### src/hw/rtl/assert_macros.svh
// Assertion macros shared by the allocator RTL.
// Both assume a clock named clk and an active-low reset named rst_n in scope.
`ifndef ASSERT_MACROS_SVH
`define ASSERT_MACROS_SVH

// Property checked at every clock edge outside reset
`define ASSERT_AT(lbl, prop, msg) \
    lbl: assert property (@(posedge clk) disable iff (!rst_n) (prop)) \
        else $error(msg);

// Consequent must hold in the cycle after the antecedent
`define ASSERT_NEXT(lbl, ante, cons, msg) \
    lbl: assert property (@(posedge clk) disable iff (!rst_n) (ante) |=> (cons)) \
        else $error(msg);

`endif

### src/hw/rtl/ffla_pkg.sv
// Shared types, constants and helper functions for the free list allocator.
// No dependencies; used by ffla_ctrl, ffla_datapath and the top level.
`timescale 1ns / 1ps

package ffla_pkg;

    // Link memory geometry
    localparam int MAX_SLOTS = 256;
    localparam int SLOT_W    = $clog2(MAX_SLOTS);
    localparam int LINK_W    = SLOT_W + 1;
    localparam int CNT_W     = LINK_W;

    // Link value meaning "no next slot"
    localparam logic [LINK_W-1:0] LINK_NONE = LINK_W'(MAX_SLOTS);

    typedef enum logic [1:0] {
        OP_TAKE  = 2'd0,
        OP_GIVE  = 2'd1,
        OP_CLEAR = 2'd2,
        OP_NOP   = 2'd3
    } op_t;

    typedef enum logic [1:0] {
        ST_OK       = 2'd0,
        ST_EMPTY    = 2'd1,
        ST_BAD_SLOT = 2'd2
    } status_t;

    // Controller to datapath commands
    typedef struct packed {
        logic accept;     // input transaction taken this cycle
        logic commit;     // retire the transaction and load the output register
        logic cfg_write;  // slot count written, relink everything
    } cmd_t;

    // Slot count as used: zero acts as one, oversize acts as MAX_SLOTS
    function automatic logic [CNT_W-1:0] eff_count(input logic [CNT_W-1:0] value);
        logic [CNT_W-1:0] res;
        res = value;
        if (value == '0)
            res = CNT_W'(1);
        else if (value > CNT_W'(MAX_SLOTS))
            res = CNT_W'(MAX_SLOTS);
        return res;
    endfunction

    // Link of a slot right after a relink
    function automatic logic [LINK_W-1:0] init_link(input logic [SLOT_W-1:0] idx,
                                                    input logic [CNT_W-1:0]  n);
        logic [LINK_W-1:0] succ;
        succ = LINK_W'(idx) + LINK_W'(1);
        return (CNT_W'(succ) < n) ? succ : LINK_NONE;
    endfunction

endpackage

### src/hw/rtl/ffla_ctrl.sv
// Controller for the free list allocator: two-state sequencer and output valid.
// Depends on ffla_pkg and assert_macros.svh.
`timescale 1ns / 1ps
`include "assert_macros.svh"

module ffla_ctrl (
    input  logic            clk,
    input  logic            rst_n,
    input  logic            in_valid,
    output logic            in_ready,
    output logic            out_valid,
    input  logic            out_ready,
    input  logic            cfg_valid,
    output logic            cfg_ready,
    output ffla_pkg::cmd_t  cmd
);
    import ffla_pkg::*;

    typedef enum logic [1:0] {
        S_IDLE = 2'b01,
        S_EXEC = 2'b10
    } state_t;

    state_t state_reg, state_next;
    logic   out_valid_reg, out_valid_next;
    logic   accept, commit;

    // Handshakes
    assign in_ready  = (state_reg == S_IDLE);
    assign accept    = in_valid && in_ready;
    assign commit    = (state_reg == S_EXEC) && (!out_valid_reg || out_ready);
    assign cfg_ready = 1'b1;
    assign out_valid = out_valid_reg;

    assign cmd.accept    = accept;
    assign cmd.commit    = commit;
    assign cmd.cfg_write = cfg_valid;

    // Next state
    always_comb
    begin
        state_next = state_reg;
        unique case (state_reg)
            S_IDLE:
            begin
                if (accept)
                    state_next = S_EXEC;
            end
            S_EXEC:
            begin
                if (commit)
                    state_next = S_IDLE;
            end
            default:
            begin
                state_next = S_IDLE;
            end
        endcase
    end

    // Output register occupancy; a commit refills it
    always_comb
    begin
        out_valid_next = out_valid_reg;
        if (commit)
            out_valid_next = 1'b1;
        else if (out_ready)
            out_valid_next = 1'b0;
    end

    always_ff @(posedge clk or negedge rst_n)
    begin
        if (!rst_n)
        begin
            state_reg     <= S_IDLE;
            out_valid_reg <= 1'b0;
        end
        else
        begin
            state_reg     <= state_next;
            out_valid_reg <= out_valid_next;
        end
    end

    `ASSERT_NEXT(a_accept_to_exec, accept, state_reg == S_EXEC, "accept did not start execution")
    `ASSERT_NEXT(a_commit_fills_out, commit, out_valid_reg, "commit left output empty")
    `ASSERT_AT(a_commit_needs_room, commit |-> (!out_valid_reg || out_ready), "commit overwrote result")

endmodule

### src/hw/rtl/ffla_datapath.sv
// Datapath for the free list allocator: link memory, head/tail/count, output register.
// Depends on ffla_pkg and assert_macros.svh; driven by commands from ffla_ctrl.
`timescale 1ns / 1ps
`include "assert_macros.svh"

module ffla_datapath (
    input  logic                          clk,
    input  logic                          rst_n,
    input  ffla_pkg::cmd_t                cmd,
    input  logic [1:0]                    op,
    input  logic [ffla_pkg::SLOT_W-1:0]   slot,
    input  logic [ffla_pkg::CNT_W-1:0]    cfg_data,
    output logic [1:0]                    status,
    output logic [ffla_pkg::SLOT_W-1:0]   taken_slot,
    output logic [ffla_pkg::CNT_W-1:0]    free_slots
);
    import ffla_pkg::*;

    // Architectural state
    logic [CNT_W-1:0]     slot_count_reg, slot_count_next;
    logic [LINK_W-1:0]    head_reg, head_next;
    logic [LINK_W-1:0]    tail_reg, tail_next;
    logic [CNT_W-1:0]     total_reg, total_next;
    logic [MAX_SLOTS-1:0] valid_reg, valid_next;

    // Captured transaction
    op_t                  op_reg, op_next;
    logic [SLOT_W-1:0]    slot_reg, slot_next;

    // Result register
    status_t              out_status_reg, out_status_next;
    logic [SLOT_W-1:0]    out_taken_reg, out_taken_next;
    logic [CNT_W-1:0]     out_free_reg, out_free_next;

    // Link memory and its registered read
    logic [LINK_W-1:0]    link_mem [MAX_SLOTS];
    logic [LINK_W-1:0]    mem_rd_reg;
    logic                 mem_vld_reg;
    logic [LINK_W-1:0]    mem_dflt_reg;
    logic [LINK_W-1:0]    link_q;

    logic                 wr_en;
    logic [SLOT_W-1:0]    wr_addr;
    logic [LINK_W-1:0]    wr_data;

    logic [CNT_W-1:0]     n, n_cfg;
    logic                 list_empty;
    logic                 in_give_ok, give_ok;
    logic                 relink;
    status_t              res_status;
    logic [SLOT_W-1:0]    res_taken;

    assign n          = eff_count(slot_count_reg);
    assign n_cfg      = eff_count(cfg_data);
    assign list_empty = head_reg[SLOT_W] | tail_reg[SLOT_W];
    assign in_give_ok = (CNT_W'(slot) < n);
    assign give_ok    = (CNT_W'(slot_reg) < n);
    assign link_q     = mem_vld_reg ? mem_rd_reg : mem_dflt_reg;
    assign relink     = cmd.cfg_write || (cmd.commit && (op_reg == OP_CLEAR));

    // Capture the transaction at accept
    assign op_next   = cmd.accept ? op_t'(op) : op_reg;
    assign slot_next = cmd.accept ? slot : slot_reg;

    // Link memory write port: tail link at accept, new tail's link at commit
    always_comb
    begin
        wr_en   = 1'b0;
        wr_addr = tail_reg[SLOT_W-1:0];
        wr_data = LINK_W'(slot);
        if (cmd.accept && (op_t'(op) == OP_GIVE) && in_give_ok && !list_empty)
        begin
            wr_en = 1'b1;
        end
        else if (cmd.commit && (op_reg == OP_GIVE) && give_ok)
        begin
            wr_en   = 1'b1;
            wr_addr = slot_reg;
            wr_data = LINK_NONE;
        end
    end

    // Per-slot written marks; unwritten slots read as the relinked chain
    always_comb
    begin
        valid_next = valid_reg;
        if (relink)
            valid_next = '0;
        else if (wr_en)
            valid_next[wr_addr] = 1'b1;
    end

    // Head, tail, count and result
    always_comb
    begin
        slot_count_next = slot_count_reg;
        head_next       = head_reg;
        tail_next       = tail_reg;
        total_next      = total_reg;
        res_status      = ST_OK;
        res_taken       = '0;
        if (cmd.cfg_write)
        begin
            slot_count_next = cfg_data;
            head_next       = '0;
            tail_next       = LINK_W'(n_cfg - CNT_W'(1));
            total_next      = n_cfg;
        end
        else if (cmd.commit)
        begin
            unique case (op_reg)
                OP_TAKE:
                begin
                    if (head_reg[SLOT_W])
                    begin
                        res_status = ST_EMPTY;
                    end
                    else
                    begin
                        res_taken = head_reg[SLOT_W-1:0];
                        if (link_q[SLOT_W])
                        begin
                            head_next = LINK_NONE;
                            tail_next = LINK_NONE;
                        end
                        else
                        begin
                            head_next = link_q;
                        end
                        if (total_reg != '0)
                            total_next = total_reg - CNT_W'(1);
                    end
                end
                OP_GIVE:
                begin
                    if (!give_ok)
                    begin
                        res_status = ST_BAD_SLOT;
                    end
                    else
                    begin
                        if (list_empty)
                            head_next = LINK_W'(slot_reg);
                        tail_next = LINK_W'(slot_reg);
                        if (total_reg < n)
                            total_next = total_reg + CNT_W'(1);
                    end
                end
                OP_CLEAR:
                begin
                    head_next  = '0;
                    tail_next  = LINK_W'(n - CNT_W'(1));
                    total_next = n;
                end
                OP_NOP:
                begin
                    res_status = ST_OK;
                end
                default:
                begin
                    res_status = ST_OK;
                end
            endcase
        end
    end

    // Output register loads at commit
    assign out_status_next = cmd.commit ? res_status : out_status_reg;
    assign out_taken_next  = cmd.commit ? res_taken  : out_taken_reg;
    assign out_free_next   = cmd.commit ? total_next : out_free_reg;

    assign status     = out_status_reg;
    assign taken_slot = out_taken_reg;
    assign free_slots = out_free_reg;

    // Control and result registers
    always_ff @(posedge clk or negedge rst_n)
    begin
        if (!rst_n)
        begin
            slot_count_reg <= CNT_W'(MAX_SLOTS);
            head_reg       <= '0;
            tail_reg       <= LINK_W'(MAX_SLOTS - 1);
            total_reg      <= CNT_W'(MAX_SLOTS);
            valid_reg      <= '0;
            op_reg         <= OP_NOP;
            slot_reg       <= '0;
            out_status_reg <= ST_OK;
            out_taken_reg  <= '0;
            out_free_reg   <= '0;
        end
        else
        begin
            slot_count_reg <= slot_count_next;
            head_reg       <= head_next;
            tail_reg       <= tail_next;
            total_reg      <= total_next;
            valid_reg      <= valid_next;
            op_reg         <= op_next;
            slot_reg       <= slot_next;
            out_status_reg <= out_status_next;
            out_taken_reg  <= out_taken_next;
            out_free_reg   <= out_free_next;
        end
    end

    // Link memory: one write, one registered read at the head
    always_ff @(posedge clk)
    begin
        if (wr_en)
            link_mem[wr_addr] <= wr_data;
        mem_rd_reg   <= link_mem[head_reg[SLOT_W-1:0]];
        mem_vld_reg  <= valid_reg[head_reg[SLOT_W-1:0]];
        mem_dflt_reg <= init_link(head_reg[SLOT_W-1:0], n);
    end

    `ASSERT_AT(a_head_tail_agree, head_reg[SLOT_W] == tail_reg[SLOT_W], "head and tail disagree on empty")
    `ASSERT_AT(a_total_bound, total_reg <= CNT_W'(MAX_SLOTS), "free count above capacity")
    `ASSERT_AT(a_taken_only_ok, (out_status_reg != ST_OK) |-> (out_taken_reg == '0), "slot given on failure")

endmodule

### src/hw/rtl/fifo_free_list_allocator.sv
// Free list slot allocator, top level: joins controller and datapath.
// Depends on ffla_pkg, ffla_ctrl and ffla_datapath.
`timescale 1ns / 1ps

// Every transaction (take, give, clear, no-op) has an accept and a commit: the
// accept cycle issues the link memory read at the head (a give also writes the
// old tail's link there), and the commit loads the result register. The link
// memory, with one write port and one registered read, sets this order, so a
// new transaction is accepted only after the previous one has committed. A new
// transaction is accepted while an earlier result still waits in the output
// register; its commit waits until that register drains. Clear and slot_count
// writes relink all slots at once through per-slot written marks, so there
// is no clearing pass after reset. The slot_count port is always ready and is
// to be written only while the block is idle.
module fifo_free_list_allocator (
    input  logic                          clk,
    input  logic                          rst_n,
    input  logic                          in_valid,
    output logic                          in_ready,
    input  logic [1:0]                    op,
    input  logic [ffla_pkg::SLOT_W-1:0]   slot,
    output logic                          out_valid,
    input  logic                          out_ready,
    output logic [1:0]                    status,
    output logic [ffla_pkg::SLOT_W-1:0]   taken_slot,
    output logic [ffla_pkg::CNT_W-1:0]    free_slots,
    input  logic                          cfg_valid,
    output logic                          cfg_ready,
    input  logic [ffla_pkg::CNT_W-1:0]    cfg_data
);
    import ffla_pkg::*;

    cmd_t cmd;

    // Sequencer
    ffla_ctrl u_ctrl (
        .clk       (clk),
        .rst_n     (rst_n),
        .in_valid  (in_valid),
        .in_ready  (in_ready),
        .out_valid (out_valid),
        .out_ready (out_ready),
        .cfg_valid (cfg_valid),
        .cfg_ready (cfg_ready),
        .cmd       (cmd)
    );

    // List state and link memory
    ffla_datapath u_datapath (
        .clk        (clk),
        .rst_n      (rst_n),
        .cmd        (cmd),
        .op         (op),
        .slot       (slot),
        .cfg_data   (cfg_data),
        .status     (status),
        .taken_slot (taken_slot),
        .free_slots (free_slots)
    );

endmodule

### config.mk
export PLATFORM = sky130hd
export DESIGN_NAME = fifo_free_list_allocator
export DESIGN_NICKNAME = d
export VERILOG_FILES = /design/src/hw/rtl/ffla_pkg.sv /design/src/hw/rtl/ffla_ctrl.sv /design/src/hw/rtl/ffla_datapath.sv /design/src/hw/rtl/fifo_free_list_allocator.sv
export VERILOG_INCLUDE_DIRS = /design/src /design/src/hw/rtl
export SDC_FILE = /design/constraint.sdc
export NUM_CORES = 2
export LEC_CHECK = 0
export ABC_AREA = 1
export BUFFER_PORTS_ARGS = -buffer_cell sky130_fd_sc_hd__buf_4
export CORE_ASPECT_RATIO = 1.75
export CORE_UTILIZATION = 40
export CTS_CLUSTER_DIAMETER = 50
export DETAILED_ROUTE_END_ITERATION = 6
export MAX_ROUTING_LAYER = met4
export PLACE_DENSITY = 0.51
export SLEW_MARGIN = 20
export SYNTH_ARGS = -nofsm -noshare
export SYNTH_HDL_FRONTEND = slang
export SYNTH_SLANG_ARGS = --single-unit
### constraint.sdc
create_clock -name clk -period 9.8 [get_ports clk]
set_input_delay 1.96 -clock clk [delete_from_list [all_inputs] [get_ports clk]]
set_output_delay 1.96 -clock clk [all_outputs]
set_load 0.005 [all_outputs]
==> flow_metrics.tcl <==
set metrics [dict create \
    ant_nets 0 \
    p_leak_nw 41.1 \
    track_usage_pct 27.4 \
    critical_path_peak_fanout 33 \
    cp-end-kind "flop" \
    clock.fmax_mhz 162 \
    die_h_um 691 \
    holdWs_ps 476 \
    max_stage_delay_ps 710 \
    pwr_density_cell_nw_per_um2 266 \
    dp_hpwl_um 226000 \
    synth_top_area_share_pct 63.7 \
    fin_crit_ps 6170 \
    total_power_mw 32.0 \
    yosys.area.top_type "edfxtp_1" \
    rows 252 \
    cp.depth 12 \
    drv_slew 0 \
    drive_gt1_share_pct 6.95 \
    rsz0062_at_grt "false" \
    ys_seq_area_share_pct 71.5 \
    cts.clk_slew.worst_paths_ps 70 \
    setup_tns_ps 0 \
    synth.distinct_cells 51 \
    synth_cells 9034 \
    routed_via_density 5.80 \
    overflow 0 \
    hold_path.class "reg -> reg" \
    dr.pass1.iters 6 \
    finalClockSkew_ps 61.5 \
    utilization_pct 44.6 \
    syn-num-nets 9097 \
    ctsResizeCount 0 \
    outcome "complete, no violations" \
    core_area_um2 270000 \
    cpMostUsedCell "nor2_1" \
    worst-path-buf-inv 4 \
    clock_latency_ps 950 \
    ys.flop_type "edfxtp_1" \
    gp_congestion 0.943 \
    r2r.worst_path.cells 18 \
    grt_pass1_vias 72027 \
    peakVddDrop_v 0.000223 \
    layoutNonFillerInstCount 12546 \
    required_ps 10420 \
    async_flop_share_pct 12.2 \
    crit_family "simple AND/OR/NAND/NOR gates" \
    crit_path_top_delay_cell "inv_1" \
    synth_edf_count 2304 \
    post_cts.repair.setup_buffers 0 \
    io_pins 46 \
    post-route-drc-count 0 \
    cts_tree "yes" \
    min_path_cells 2 \
    drt-total-wl_um 372000 \
    finalSetupViolCount 0 \
    tightestPinTransition_ps 1460 \
    cts_buffers 239 \
    die_w_um 396 \
    yosysWarnings 0 \
    largest_reg_flops 2304 \
    n_fill_cell 24592 \
    finalCritPeriodShare_pct 63.0 \
    final-hold-violation-count 0 \
    cp_data_arrival_time_ps 6790 \
    drt_iter0_markers 7883 \
    root_buffer "clkbuf_16" \
    synth.area.top_cells "edfxtp_1 (64%), dfrtp_1 (7.2%), o21ai_0 (6.2%), nor2_1 (4.4%), o221ai_1 (2.5%)" \
    grt_pass1_wl_um 523000 \
    critPathKind "in -> reg" \
    area_delta_synth_final_pct 10.6 \
    synth-seq-cells 2647 \
    syn_avg_cell_area_um2 12.0 \
    cp-start-kind "input port" \
    syn_area_um2 109000 \
    max_slew_margin_pct 2.40 \
    nets 8845 \
    path_cells "buf_4 > nor2_1 > nor2_1 > inv_1 > nor2_1 > nand3_4 > o21ai_1 > nand2_2 > nor2_4 > buf_4 > nand2_1 > inv_1" \
    numClockSinks 2647 \
    htreeDepth 4 \
    dieArea_um2 274000 \
    dp.cells 12097 \
    cts.path.max_buffers 4 \
    dr_total_vias 72711 \
    grt_max_degree 197 \
    numPortBuffers 44 \
    start_util_pct 40.3 \
    drv_cap 0 \
    holdBufCountCts 0 \
    wl_per_cell_um 29.7 \
    antenna_found_initial 15 \
]
## logic make-up after synthesis
kind of cell	Yosys count	synth area share (%)
and+or+nand+nor	2407	9.12
adders and majority gates	39	0.449
muxes	3	0.0277
AOI/OAI and AO/OA	2645	14.2
other	1	0.00345
xor gates and xnor gates	15	0.121
buffers and inverters	1277	4.54
DFF	2647	71.5
## where the power goes
part	leakage, nW	total [mW]	switching (mW)	internal, mW
clock	3.90	9.73	4.26	5.47
combinational	12.3	9.66	7.60	2.06
sequential	24.9	12.6	0.184	12.4
## cell usage after synthesis, drive strengths merged, types with 19 or more instances
master,instances
edfxtp,2304
o21ai,1359
nor2,1309
nand2,663
inv,628
clkbuf,539
a21oi,492
nand3,412
dfrtp,311
o221ai,306
o211ai,265
o22ai,197
buf,104
ha,39
dfxtp,19
## routing by layer
layer	global-route usage (%)	vias to the layer above	part of all wire [%]
li1	-	32276	-
met1	30.9	36708	37
met2	46.2	2863	51
met3	3.08	864	5.3
met4	17.4	0	7.5
met5	-	-	0
## worst reg2reg max path, cell delays in order (launching register included)
cell	delay, ps
dfrtp_1	390
nor2_1	100
nand2_1	90
o21ai_2	360
inv_1	100
nor2_1	260
inv_1	270
ha_1	350
nand3_1	130
o21bai_1	140
nand2_1	110
inv_2	90
nand3_4	380
o21ai_1	440
nand2_2	220
nor2_4	670
buf_4	570
nand2_1	290
inv_1	360
## layout by cell type (no fill, tap or decap), drive strengths merged, types with 86 or more instances in the layout
cell type  instances
clkbuf           311
clkinv            86
buf              150
o21ai           1359
nand3            412
nor2            1309
o22ai            197
inv              637
nand2            663
o211ai           265
edfxtp          2304
dfrtp            311
a21oi            492
o221ai           306
## stage by stage
step / worst slack (ps) / area [um2]
finish: 3630 / 120000
global route: 3450 / 120000
CTS: 3630 / 120000
detailed placement: 2620 / 112000
global placement: 2680 / 112000
floorplan: 3570 / 109000
## area by class of cell
class / instances / area (um2) / area share [%]
Multi-Input combinational cell: 5110 / 26000 / 21.7
Tap cell: 3556 / 4450 / 3.70
Clock inverter: 131 / 1450 / 1.21
Clock buffer: 311 / 6540 / 5.45
Inverter: 634 / 2470 / 2.06
Timing Repair Buffer: 150 / 1460 / 1.21
Sequential cell: 2647 / 77700 / 64.7
Antenna cell: 7 / 17.5 / 0.0146
## final timing paths
check	start	endpoint	slack (ps)
worst min-delay path	u_datapath.status[0]	u_datapath.status[0]	480
worst max-delay path	out_ready	u_datapath.link_mem[8][5]	3630
min in group asynchronous	rst_n	u_ctrl.state_reg[1]	1000
worst min register to register	u_datapath.status[0]	u_datapath.status[0]	480
worst max register to register	u_datapath.slot_count_reg[7]	u_datapath.link_mem[8][5]	4180
max in group asynchronous	rst_n	u_datapath.valid_reg[202]	6780
Power figures use the tool's default switching activity.
